--- src/rtl/core/vfdm_pkg.sv ---
`default_nettype none
package vfdm_pkg;

  localparam int unsigned IN_TDATA_W  = 16;
  localparam int unsigned OUT_TDATA_W = 40;

  localparam logic [3:0]  BLANK_CODE = 4'd10;
  localparam logic [31:0] DOT_MASK   = 32'h0040_0000;

  typedef enum logic {
    FUNC_WRITE = 1'b0,
    FUNC_TICK  = 1'b1
  } func_t;

  typedef struct packed {
    func_t      func;
    logic [3:0] position;
    logic [3:0] symbol;
    logic       dot;
  } item_t;

  // one request held in the input register
  typedef struct packed {
    logic  valid;
    item_t item;
  } stage_t;

  typedef struct packed {
    logic [31:0] drive_word;
    logic [3:0]  digit_index;
  } result_t;

  function automatic logic [31:0] seg_mask(input logic [3:0] code);
    logic [31:0] m;
    case (code)
      4'd0:    m = 32'h003B_0200;
      4'd1:    m = 32'h0012_0000;
      4'd2:    m = 32'h002E_0200;
      4'd3:    m = 32'h0036_0200;
      4'd4:    m = 32'h0017_0000;
      4'd5:    m = 32'h0035_0200;
      4'd6:    m = 32'h003D_0200;
      4'd7:    m = 32'h0012_0200;
      4'd8:    m = 32'h003F_0200;
      4'd9:    m = 32'h0037_0200;
      4'd11:   m = 32'h0007_0200;
      4'd12:   m = 32'h0029_0200;
      4'd13:   m = 32'h007C_0200;
      default: m = 32'h0000_0000;
    endcase
    return m;
  endfunction

  function automatic logic [31:0] grid_mask(input logic [3:0] idx);
    logic [31:0] m;
    case (idx)
      4'd0:    m = 32'h0000_0800;
      4'd1:    m = 32'h0080_0000;
      4'd2:    m = 32'h0000_1000;
      4'd3:    m = 32'h0000_0100;
      4'd4:    m = 32'h0000_2000;
      4'd5:    m = 32'h0000_0080;
      4'd6:    m = 32'h0000_0040;
      4'd7:    m = 32'h0000_0020;
      4'd8:    m = 32'h0000_0400;
      default: m = 32'h0000_0000;
    endcase
    return m;
  endfunction

endpackage
`default_nettype wire

--- src/rtl/core/vfd_digit_scan_multiplexer.sv ---
// Scan controller for a multiplexed VFD of up to nine digits, double buffered. Each input
// request is either a digit write (in_tuser = 0), which stores symbol and dot for one
// position of the draw buffer and returns nothing, or a refresh tick (in_tuser = 1), which
// returns one drive word for the next grid in scan order. When the scan passes the last
// digit it wraps to grid 0 and the draw buffer is copied to the shown buffer in the same
// step, so a frame never shows a half-written display. One request is accepted every clock;
// a tick's drive word reaches the output through the input register and then the result
// register, and the only thing that slows intake is a result register left untaken on
// the output side. Symbol codes above 13 show blank, writes to positions at or above
// DIGIT_COUNT are dropped.
`default_nettype none
module vfd_digit_scan_multiplexer #(
  parameter int DIGIT_COUNT = 9
) (
  input  wire logic                             clk,
  input  wire logic                             rst_n,
  input  wire logic                             in_tvalid,
  output logic                                  in_tready,
  input  wire logic [vfdm_pkg::IN_TDATA_W-1:0]  in_tdata,  // position[3:0] symbol[7:4] dot[8]
  input  wire logic [0:0]                       in_tuser,  // func[0]
  output logic                                  out_tvalid,
  input  wire logic                             out_tready,
  output logic [vfdm_pkg::OUT_TDATA_W-1:0]      out_tdata  // drive_word[31:0] digit_index[35:32]
);
  import vfdm_pkg::*;

  item_t   in_item;
  stage_t  stage;
  logic    take;
  logic    res_load;
  logic    out_free;
  result_t res;
  result_t out_res;

  assign in_item.func     = func_t'(in_tuser[0]);
  assign in_item.position = in_tdata[3:0];
  assign in_item.symbol   = in_tdata[7:4];
  assign in_item.dot      = in_tdata[8];

  vfdm_in_stage u_in (
    .clk      (clk),
    .rst_n    (rst_n),
    .in_valid (in_tvalid),
    .in_ready (in_tready),
    .in_item  (in_item),
    .take     (take),
    .stage    (stage)
  );

  vfdm_scan_core #(
    .DIGIT_COUNT (DIGIT_COUNT)
  ) u_core (
    .clk      (clk),
    .rst_n    (rst_n),
    .stage    (stage),
    .out_free (out_free),
    .take     (take),
    .res_load (res_load),
    .res      (res)
  );

  vfdm_out_stage u_out (
    .clk       (clk),
    .rst_n     (rst_n),
    .load      (res_load),
    .res       (res),
    .out_free  (out_free),
    .out_valid (out_tvalid),
    .out_ready (out_tready),
    .out_res   (out_res)
  );

  assign out_tdata = {4'b0000, out_res.digit_index, out_res.drive_word};

endmodule
`default_nettype wire

--- src/rtl/core/vfdm_in_stage.sv ---
`default_nettype none
module vfdm_in_stage (
  input  wire logic            clk,
  input  wire logic            rst_n,
  input  wire logic            in_valid,
  output logic                 in_ready,
  input  wire vfdm_pkg::item_t in_item,
  input  wire logic            take,
  output vfdm_pkg::stage_t     stage
);
  import vfdm_pkg::*;

  logic  valid_r, valid_nxt;
  item_t item_r;

  // register frees up when empty or when the core takes it this cycle
  assign in_ready  = !valid_r || take;
  assign valid_nxt = in_ready ? in_valid : valid_r;

  always_ff @(posedge clk) begin
    if (!rst_n) begin
      valid_r <= 1'b0;
    end else begin
      valid_r <= valid_nxt;
    end
  end

  always_ff @(posedge clk) begin
    if (in_ready && in_valid) begin
      item_r <= in_item;
    end
  end

  assign stage.valid = valid_r;
  assign stage.item  = item_r;

endmodule
`default_nettype wire

--- src/rtl/core/vfdm_scan_core.sv ---
`default_nettype none
module vfdm_scan_core #(
  parameter int DIGIT_COUNT = 9
) (
  input  wire logic             clk,
  input  wire logic             rst_n,
  input  wire vfdm_pkg::stage_t stage,
  input  wire logic             out_free,
  output logic                  take,
  output logic                  res_load,
  output vfdm_pkg::result_t     res
);
  import vfdm_pkg::*;

  localparam int         IdxW   = (DIGIT_COUNT > 1) ? $clog2(DIGIT_COUNT) : 1;
  localparam logic [3:0] DigitN = 4'(DIGIT_COUNT);

  logic [3:0]             draw_sym_r  [DIGIT_COUNT];
  logic [DIGIT_COUNT-1:0] draw_dot_r;
  logic [3:0]             shown_sym_r [DIGIT_COUNT];
  logic [DIGIT_COUNT-1:0] shown_dot_r;
  logic [3:0]             scan_r, scan_nxt;

  logic            is_tick;
  logic            wr_en;
  logic [IdxW-1:0] wr_idx;
  logic            wrap;
  logic [3:0]      cur;
  logic [IdxW-1:0] rd_idx;
  logic [3:0]      rd_sym;
  logic            rd_dot;

  assign is_tick  = (stage.item.func == FUNC_TICK);
  // writes never need the result register
  assign take     = stage.valid && (!is_tick || out_free);
  assign res_load = take && is_tick;

  assign wr_en  = take && !is_tick && (stage.item.position < DigitN);
  assign wr_idx = stage.item.position[IdxW-1:0];

  assign wrap     = (scan_r >= DigitN);
  assign cur      = wrap ? 4'd0 : scan_r;
  assign scan_nxt = cur + 4'd1;
  assign rd_idx   = cur[IdxW-1:0];

  // on a wrap the draw buffer is what gets shown this tick
  assign rd_sym = wrap ? draw_sym_r[rd_idx] : shown_sym_r[rd_idx];
  assign rd_dot = wrap ? draw_dot_r[rd_idx] : shown_dot_r[rd_idx];

  assign res.drive_word  = seg_mask(rd_sym) + grid_mask(cur) + (rd_dot ? DOT_MASK : 32'd0);
  assign res.digit_index = cur;

  always_ff @(posedge clk) begin
    if (!rst_n) begin
      for (int k = 0; k < DIGIT_COUNT; k++) begin
        draw_sym_r[k]  <= BLANK_CODE;
        shown_sym_r[k] <= BLANK_CODE;
      end
      draw_dot_r  <= '0;
      shown_dot_r <= '0;
      scan_r      <= 4'd0;
    end else begin
      if (wr_en) begin
        draw_sym_r[wr_idx] <= stage.item.symbol;
        draw_dot_r[wr_idx] <= stage.item.dot;
      end
      if (res_load) begin
        scan_r <= scan_nxt;
        if (wrap) begin
          for (int k = 0; k < DIGIT_COUNT; k++) begin
            shown_sym_r[k] <= draw_sym_r[k];
          end
          shown_dot_r <= draw_dot_r;
        end
      end
    end
  end

endmodule
`default_nettype wire

--- src/rtl/core/vfdm_out_stage.sv ---
`default_nettype none
module vfdm_out_stage (
  input  wire logic              clk,
  input  wire logic              rst_n,
  input  wire logic              load,
  input  wire vfdm_pkg::result_t res,
  output logic                   out_free,
  output logic                   out_valid,
  input  wire logic              out_ready,
  output vfdm_pkg::result_t      out_res
);
  import vfdm_pkg::*;

  logic    valid_r, valid_nxt;
  result_t res_r;

  assign out_free  = !valid_r || out_ready;
  assign valid_nxt = load ? 1'b1 : (out_ready ? 1'b0 : valid_r);

  always_ff @(posedge clk) begin
    if (!rst_n) begin
      valid_r <= 1'b0;
    end else begin
      valid_r <= valid_nxt;
    end
  end

  always_ff @(posedge clk) begin
    if (load) begin
      res_r <= res;
    end
  end

  assign out_valid = valid_r;
  assign out_res   = res_r;

endmodule
`default_nettype wire

--- config.mk ---
export PLATFORM = sky130hd
export DESIGN_NAME = vfd_digit_scan_multiplexer
export DESIGN_NICKNAME = d
export VERILOG_FILES = /design/src/rtl/core/vfdm_pkg.sv /design/src/rtl/core/vfd_digit_scan_multiplexer.sv /design/src/rtl/core/vfdm_in_stage.sv /design/src/rtl/core/vfdm_scan_core.sv /design/src/rtl/core/vfdm_out_stage.sv
export SDC_FILE = /design/constraint.sdc
export NUM_CORES = 1
export LEC_CHECK = 0
export ABC_AREA = 1
export BUFFER_PORTS_ARGS = -buffer_cell sky130_fd_sc_hd__buf_2
export CAP_MARGIN = 20
export CORE_MARGIN = 3
export CORE_UTILIZATION = 40
export DETAILED_ROUTE_END_ITERATION = 12
export SLEW_MARGIN = 10
export SYNTH_ARGS = -nofsm -noshare
export SYNTH_HDL_FRONTEND = slang
export SYNTH_HIERARCHICAL = 1
export SYNTH_SLANG_ARGS = --single-unit
--- constraint.sdc ---
create_clock -name clk -period 3.7 [get_ports clk]
set_input_delay 0.925 -clock clk [delete_from_list [all_inputs] [get_ports clk]]
set_output_delay 0.925 -clock clk [all_outputs]
set_load 0.02 [all_outputs]
==> impl_metrics.xml, run 1 <==
<?xml version="1.0" encoding="UTF-8"?>
<metrics>
  <group name="status">
    <metric name="outcome" unit="">finished clean</metric>
  </group>
  <group name="setup_path">
    <metric name="critical_path.slowest_cell" unit="">sky130_fd_sc_hd__dfxtp_1</metric>
    <metric name="critical_path.max_fanout" unit="">22</metric>
    <metric name="critPathArrivalTime" unit="ns">3.22</metric>
    <metric name="reg2reg_setup_slack" unit="ns">0.66</metric>
    <metric name="criticalPathCategory" unit="">reg2reg</metric>
    <metric name="timing.critical_path.from_type" unit="">flip-flop</metric>
    <metric name="longest_individual_stage_delay_on_the_worst_path" unit="ns">0.70</metric>
    <metric name="required" unit="ns">3.87</metric>
    <metric name="crit_path_end_kind" unit="">flip-flop</metric>
    <metric name="crit_chain" unit="">inv_6, nand2_2, nand2_1, nand3_1, nand3_1, nand3_1, nand2_2, nand2_4, inv_1, ha_1, nand2_1, inv_2, nand2_1, inv_1, ha_1, ha_1</metric>
  </group>
  <group name="grt">
    <metric name="number_of_antenna_violations_at_the_first_check_in_global_routing" unit="">0</metric>
    <metric name="grt_first_pass_wirelength" unit="mm">18.0</metric>
    <metric name="grt_overflow_total" unit="">0</metric>
    <metric name="vias_in_the_first_global_route" unit="">3710</metric>
    <metric name="largest_net_degree_at_the_start_of_global_routing" unit="">46</metric>
    <metric name="groute.usage.overall" unit="">0.142</metric>
  </group>
  <group name="detailed_routing">
    <metric name="postRouteWirelength" unit="mm">11.5</metric>
    <metric name="drt_pre_antenna_iters" unit="">4</metric>
    <metric name="drt-vias-per-instance" unit="">4.68</metric>
    <metric name="drt_drc_violations_left" unit="">0</metric>
    <metric name="overall_via_count_from_detail_route" unit="">3913</metric>
    <metric name="routed_wire_length_per_instance" unit="um">13.7</metric>
    <metric name="postRouteAntennaNets" unit="">0</metric>
    <metric name="starting_drt_drc_count" unit="">211</metric>
  </group>
  <group name="logic_synthesis">
    <metric name="yosysTopAreaCell" unit="">sky130_fd_sc_hd__edfxtp_1</metric>
    <metric name="synth_top_area_frac" unit="">0.569</metric>
    <metric name="netlist_top_cells_count" unit="">118 x sky130_fd_sc_hd__edfxtp_1, 94 x sky130_fd_sc_hd__nand2_1, 76 x sky130_fd_sc_hd__inv_1, 76 x sky130_fd_sc_hd__nor2_1, 31 x sky130_fd_sc_hd__nand3_1</metric>
    <metric name="yosysWarningCount" unit="">6</metric>
    <metric name="yosys_register_bits" unit="">142</metric>
    <metric name="edff_count_synth" unit="">118</metric>
    <metric name="synth_flop_cell" unit="">sky130_fd_sc_hd__edfxtp_1</metric>
    <metric name="synth_async_sr_flop_share" unit="">0</metric>
    <metric name="synth_most_common_cell" unit="">sky130_fd_sc_hd__edfxtp_1</metric>
    <metric name="synth_sequential_area_ratio" unit="">0.646</metric>
    <metric name="post_synth_num_cell_types" unit="">37</metric>
    <metric name="syn_avg_cell_area" unit="um2">10.7</metric>
    <metric name="syn_area" unit="um2">6230</metric>
    <metric name="syn_inst" unit="">581</metric>
    <metric name="yosys-top-cells-area" unit="">sky130_fd_sc_hd__edfxtp_1 57%, sky130_fd_sc_hd__dfxtp_1 7.7%, sky130_fd_sc_hd__nand2_1 5.7%</metric>
  </group>
  <group name="die">
    <metric name="start_util" unit="">0.419</metric>
    <metric name="floorplan.rows" unit="">44</metric>
    <metric name="floorplan.core_area" unit="um2">14900</metric>
    <metric name="floorplan.die_area" unit="um2">17100</metric>
    <metric name="design.portCount" unit="">63</metric>
    <metric name="die_y" unit="um">131</metric>
    <metric name="die_span_in_x" unit="um">131</metric>
  </group>
  <group name="final_layout">
    <metric name="antenna_cells" unit="">0</metric>
    <metric name="final_layout_size_suffix_gt1_frac" unit="">0.186</metric>
    <metric name="areaGrowthSynthToFinish" unit="%">15.0</metric>
    <metric name="finalNetCount" unit="">675</metric>
  </group>
  <group name="clock_tree">
    <metric name="numCtsBuffers" unit="">17</metric>
    <metric name="post_cts_resized" unit="">0</metric>
    <metric name="clock_tree.htree_level_count" unit="">4</metric>
    <metric name="clock_insertion_delay_worst_skew" unit="ns">0.42</metric>
    <metric name="cts.path.max_buffers" unit="">2</metric>
    <metric name="cts.sinks" unit="">142</metric>
    <metric name="post-cts-setup-buffers" unit="">0</metric>
    <metric name="clk_pin_slew" unit="ns">0.06</metric>
    <metric name="root_buffer" unit="">sky130_fd_sc_hd__clkbuf_16</metric>
    <metric name="cts_tree" unit="">done</metric>
    <metric name="postCtsHoldBufs" unit="">0</metric>
  </group>
  <group name="power">
    <metric name="power.density" unit="nW/um2">524</metric>
    <metric name="vdd_drop_max" unit="mV">0.341</metric>
    <metric name="p_leak" unit="nW">2.89</metric>
    <metric name="finalPower" unit="mW">3.75</metric>
  </group>
  <group name="job">
    <metric name="cap_viol_max_count" unit="">0</metric>
  </group>
  <group name="sta">
    <metric name="timing.final.setup_violations" unit="">0</metric>
    <metric name="timing.setup.tns" unit="ns">0</metric>
    <metric name="finalCriticalPeriod" unit="ns">3.04</metric>
    <metric name="finalCritPeriodShare" unit="">0.823</metric>
    <metric name="drv_slew" unit="">0</metric>
    <metric name="final.setup.worst_slack" unit="ns">0.656</metric>
    <metric name="clock-skew-final" unit="ns">0.0227</metric>
    <metric name="hold_violations" unit="">0</metric>
    <metric name="rsz0062_at_grt" unit="">no</metric>
    <metric name="slew-limit-headroom" unit="">0.432</metric>
    <metric name="achievable_freq" unit="GHz">0.329</metric>
    <metric name="hold_ws" unit="ns">0.459</metric>
    <metric name="timing_worst_slew_pin_value" unit="ns">0.852</metric>
  </group>
  <group name="worst_hold_path">
    <metric name="hp-class" unit="">reg2reg</metric>
  </group>
  <group name="placed_design">
    <metric name="dp.final_hpwl" unit="mm">7.89</metric>
    <metric name="detailedPlace.worstSlack" unit="ns">0.668</metric>
    <metric name="place.gp.congestion" unit="">0.848</metric>
    <metric name="port_buffers" unit="">51</metric>
  </group>
</metrics>
stage by stage:
stage                     area, um2  utilization  instances
after floorplan                6290            -        597
after global placement         6580        0.443        804
after detailed placement       6580        0.443        804
after CTS                      7160        0.482        836
after global routing           7160        0.482        836
final                          7160        0.482        836
worst max-delay path, delay by kind of cell (launching register included):
family        cells  cell delay [ns]
fa+ha+maj         3             0.64
flops             1             0.70
buf+inv           4             0.29
simple gates      9             1.14
sequential cells by signal, summed over array words and instances (netlist names):
name,cells
u_core/draw_dot_r,9
u_core/draw_sym_r,36
u_core/scan_r,4
u_core/shown_dot_r,9
u_core/shown_sym_r,36
u_in/stage,10
u_in/valid_r,1
u_out/out_res,36
u_out/out_valid,1
cell type report:
type,count,area [um2]
clock buffers,23,520
clock inverters,9,55.1
fillers,1378,7700
inverters,95,367
multi-input cells,329,1670
flip-flops and latches,142,4020
well taps,184,230
repair buffers,54,290
kinds of logic (layout without fill, tap and decap cells):
family	after synthesis	after routing	synth area share
DFF	142	142	0.646
other	2	18	0.00121
adders and majority gates	15	15	0.0301
buffers and inverters	126	181	0.0947
and+or+nand+nor	243	243	0.177
AOI/OAI and AO/OA	53	53	0.0502
cell usage in the layout (no fill, tap or decap), types with 2 or more instances in the layout:
master | synthesis | layout
sky130_fd_sc_hd__clkbuf_8 | 0 | 3
sky130_fd_sc_hd__clkbuf_16 | 0 | 19
sky130_fd_sc_hd__clkinv_2 | 0 | 6
sky130_fd_sc_hd__or2_1 | 18 | 18
sky130_fd_sc_hd__inv_1 | 76 | 76
sky130_fd_sc_hd__buf_4 | 19 | 2
sky130_fd_sc_hd__o21ai_1 | 11 | 11
sky130_fd_sc_hd__nand3_1 | 31 | 31
sky130_fd_sc_hd__edfxtp_1 | 118 | 118
sky130_fd_sc_hd__a21oi_2 | 2 | 2
sky130_fd_sc_hd__o21ai_0 | 11 | 11
sky130_fd_sc_hd__o22ai_1 | 12 | 12
sky130_fd_sc_hd__nor2_2 | 7 | 7
sky130_fd_sc_hd__nand2_4 | 2 | 2
sky130_fd_sc_hd__inv_4 | 2 | 2
sky130_fd_sc_hd__nand2_1 | 94 | 94
sky130_fd_sc_hd__a21oi_1 | 8 | 8
sky130_fd_sc_hd__o211ai_1 | 4 | 4
sky130_fd_sc_hd__nor2_1 | 76 | 76
sky130_fd_sc_hd__nand4_1 | 3 | 3
sky130_fd_sc_hd__nand2_2 | 7 | 7
sky130_fd_sc_hd__dfxtp_1 | 24 | 24
sky130_fd_sc_hd__buf_2 | 4 | 51
sky130_fd_sc_hd__ha_1 | 15 | 15
sky130_fd_sc_hd__clkinv_1 | 5 | 5
sky130_fd_sc_hd__clkinv_4 | 0 | 2
sky130_fd_sc_hd__inv_2 | 11 | 11
sky130_fd_sc_hd__conb_1 | 2 | 18
metal layers:
metal,routed length [um],part of all wire,global-route usage
met1,4970,0.43,0.172
met2,5670,0.49,0.234
met3,768,0.067,0.0459
met4,64,0.0056,0.0575
met5,0,0,0
power breakdown:
group | total (mW) | switching, mW | internal, mW
clock network | 1.60 | 0.611 | 0.984
logic | 0.343 | 0.248 | 0.0957
registers | 1.81 | 0.0170 | 1.80
total | 3.75 | 0.876 | 2.88
path summary, 6_finish.rpt:
path	from	endpoint	depth (start not counted)
worst max-delay path	u_core/scan_r[3]	u_out/out_res[27]	16
worst min register to register	u_core/draw_dot_r[7]	u_core/shown_dot_r[7]	2
worst min-delay path	u_core/draw_dot_r[7]	u_core/shown_dot_r[7]	2
worst max register to register	u_core/scan_r[3]	u_out/out_res[27]	16
(Power assumes the default switching activity.)
==> run 2: changes to the inputs <==
Clock period 3.7 ns to 2.7 ns, I/O delays scaled along.
==> run 2 against run 1 <==
Setup slack got worse by 0.46 ns; routed wire length increased by 2.1%; cell area rose by 2.1%; utilization up 1.0 points.
==> impl_metrics.xml, run 2 (synthesis gave the netlist of run 1 again) <==
<?xml version="1.0" encoding="UTF-8"?>
<metrics>
  <group name="sta">
    <metric name="timing.setup.tns" unit="ns">0</metric>
    <metric name="timing_worst_slew_pin_value" unit="ns">0.701</metric>
    <metric name="finalCritPeriodShare" unit="">0.927</metric>
    <metric name="clock-skew-final" unit="ns">0.00872</metric>
    <metric name="slew-limit-headroom" unit="">0.532</metric>
    <metric name="achievable_freq" unit="GHz">0.400</metric>
    <metric name="rsz0062_at_grt" unit="">no</metric>
    <metric name="finalCriticalPeriod" unit="ns">2.50</metric>
    <metric name="timing.final.setup_violations" unit="">0</metric>
    <metric name="drv_slew" unit="">0</metric>
    <metric name="hold_violations" unit="">0</metric>
    <metric name="final.setup.worst_slack" unit="ns">0.198</metric>
  </group>
  <group name="clock_tree">
    <metric name="clock_insertion_delay_worst_skew" unit="ns">0.42</metric>
    <metric name="root_buffer" unit="">sky130_fd_sc_hd__clkbuf_16</metric>
    <metric name="numCtsBuffers" unit="">17</metric>
    <metric name="clk_pin_slew" unit="ns">0.05</metric>
    <metric name="clock_tree.htree_level_count" unit="">4</metric>
    <metric name="cts_tree" unit="">done</metric>
    <metric name="postCtsHoldBufs" unit="">0</metric>
    <metric name="cts.sinks" unit="">142</metric>
    <metric name="cts.path.max_buffers" unit="">2</metric>
  </group>
  <group name="grt">
    <metric name="groute.usage.overall" unit="">0.149</metric>
    <metric name="largest_net_degree_at_the_start_of_global_routing" unit="">46</metric>
    <metric name="grt_overflow_total" unit="">0</metric>
    <metric name="number_of_antenna_violations_at_the_first_check_in_global_routing" unit="">0</metric>
    <metric name="grt_first_pass_wirelength" unit="mm">19.0</metric>
    <metric name="vias_in_the_first_global_route" unit="">3771</metric>
  </group>
  <group name="placed_design">
    <metric name="post_dp_cell_area" unit="um2">6730</metric>
    <metric name="dp.final_hpwl" unit="mm">8.07</metric>
    <metric name="place.gp.congestion" unit="">0.840</metric>
    <metric name="detailedPlace.worstSlack" unit="ns">0.174</metric>
    <metric name="port_buffers" unit="">51</metric>
  </group>
  <group name="setup_path">
    <metric name="cpMostUsedCell" unit="">sky130_fd_sc_hd__nand2_1</metric>
    <metric name="longest_individual_stage_delay_on_the_worst_path" unit="ns">0.50</metric>
    <metric name="reg2reg_setup_slack" unit="ns">0.20</metric>
    <metric name="critPathArrivalTime" unit="ns">2.66</metric>
    <metric name="startpoint" unit="">u_core/scan_r[3]</metric>
    <metric name="timing.critical_path.from_type" unit="">flip-flop</metric>
    <metric name="r2r_start" unit="">u_core/scan_r[3]</metric>
    <metric name="required" unit="ns">2.86</metric>
    <metric name="critical_path.slowest_cell" unit="">sky130_fd_sc_hd__dfxtp_1</metric>
    <metric name="critical_path.max_fanout" unit="">11</metric>
    <metric name="crit_chain" unit="">buf_4, nor2_8, buf_4, nand2_1, nand3_1, nand3_1, nand3_1, nand2_1, nand2_2, ha_1, nand2_1, inv_2, nand2_1, inv_1, ha_1, ha_1</metric>
    <metric name="crit_path_end_kind" unit="">flip-flop</metric>
    <metric name="criticalPathCategory" unit="">reg2reg</metric>
  </group>
  <group name="detailed_routing">
    <metric name="drt_pre_antenna_iters" unit="">4</metric>
    <metric name="drt_drc_violations_left" unit="">0</metric>
    <metric name="overall_via_count_from_detail_route" unit="">3993</metric>
    <metric name="routed_wire_length_per_instance" unit="um">13.7</metric>
    <metric name="postRouteWirelength" unit="mm">11.7</metric>
    <metric name="starting_drt_drc_count" unit="">208</metric>
    <metric name="postRouteAntennaNets" unit="">0</metric>
    <metric name="drt-vias-per-instance" unit="">4.65</metric>
  </group>
  <group name="final_layout">
    <metric name="antenna_cells" unit="">0</metric>
    <metric name="most_frequent_standard_cell_in_the_layout_excluding_fill_and_tap_cells" unit="">sky130_fd_sc_hd__edfxtp_1</metric>
    <metric name="final_instance_area" unit="um2">7310</metric>
    <metric name="finalNetCount" unit="">697</metric>
    <metric name="areaGrowthSynthToFinish" unit="%">17.4</metric>
    <metric name="most_frequent_cells_in_the_layout" unit="">118 x sky130_fd_sc_hd__edfxtp_1, 94 x sky130_fd_sc_hd__nand2_1, 76 x sky130_fd_sc_hd__inv_1, 76 x sky130_fd_sc_hd__nor2_1, 51 x sky130_fd_sc_hd__buf_2</metric>
    <metric name="final_layout_size_suffix_gt1_frac" unit="">0.199</metric>
  </group>
  <group name="die">
    <metric name="floorplan.rows" unit="">44</metric>
    <metric name="die_y" unit="um">131</metric>
    <metric name="design.portCount" unit="">63</metric>
    <metric name="die_span_in_x" unit="um">131</metric>
    <metric name="start_util" unit="">0.419</metric>
    <metric name="floorplan.core_area" unit="um2">14900</metric>
    <metric name="floorplan.die_area" unit="um2">17100</metric>
  </group>
  <group name="power">
    <metric name="finalPower" unit="mW">5.15</metric>
    <metric name="vdd_drop_max" unit="mV">0.484</metric>
    <metric name="power.density" unit="nW/um2">705</metric>
    <metric name="p_leak" unit="nW">2.97</metric>
  </group>
  <group name="worst_hold_path">
    <metric name="min-delay-start" unit="">in_tdata[1]</metric>
    <metric name="hp-class" unit="">in2reg</metric>
  </group>
  <group name="job">
    <metric name="cap_viol_max_count" unit="">0</metric>
  </group>
  <group name="status">
    <metric name="outcome" unit="">finished clean</metric>
  </group>
</metrics>
==> run 2: cell count changes in the layout (fill, tap and decap cells not counted), sizes merged <==
cell      change
clkbuf        +7
bufinv        +1
clkinv        -7
clkinvlp      -1
buf          +22
==> run 2: routing by layer <==
layer,track usage,vias to the layer above,wire length (um)
li1,-,2027,-
met1,0.189,1828,5300
met2,0.237,121,5450
met3,0.0533,17,768
met4,0.0544,0,195
met5,0,-,0
==> run 2: layout make-up <==
class	count	area, um2
inverter	95	367
clock inverter	2	33.8
multi-input combinational	329	1670
sequential	142	4020
timing repair buffer	76	468
fill	1345	7550
tap	184	230
clock buffer	30	514
==> run 2: where the power goes <==
group / switching (mW) / internal [mW]
logic: 0.346 / 0.167
clock network: 0.789 / 1.36
registers: 0.0239 / 2.46
total: 1.16 / 3.99
==> run 2: critical path, delay by kind of cell, from the launching register on <==
kind          cells  cell delay [ns]
buf+inv           4             0.44
fa+ha+maj         3             0.62
flops             1             0.50
simple gates      9             0.69
==> run 2: metrics by stage <==
| step | cells | hold slack, ns | util |
|---|---|---|---|
| detailed placement | 822 | 0.456 | 0.453 |
| CTS | 854 | 0.412 | 0.490 |
| global placement | 822 | 0.450 | 0.453 |
| finish | 858 | 0.433 | 0.492 |
| floorplan | 597 | 0.440 | - |
| global route | 858 | 0.409 | 0.492 |
==> run 2: repair_timing <==
item,in CTS,in global routing
resized for setup,0,0
buffers inserted,0,4
endpoints found under the setup margin,0,1
==> run 2: path summary, 6_finish.rpt <==
path,end,cells after the start
max reg2reg,u_out/out_res[27],16
min reg2reg,u_core/shown_dot_r[1],2
max,u_out/out_res[27],16
min,u_in/stage[6],1
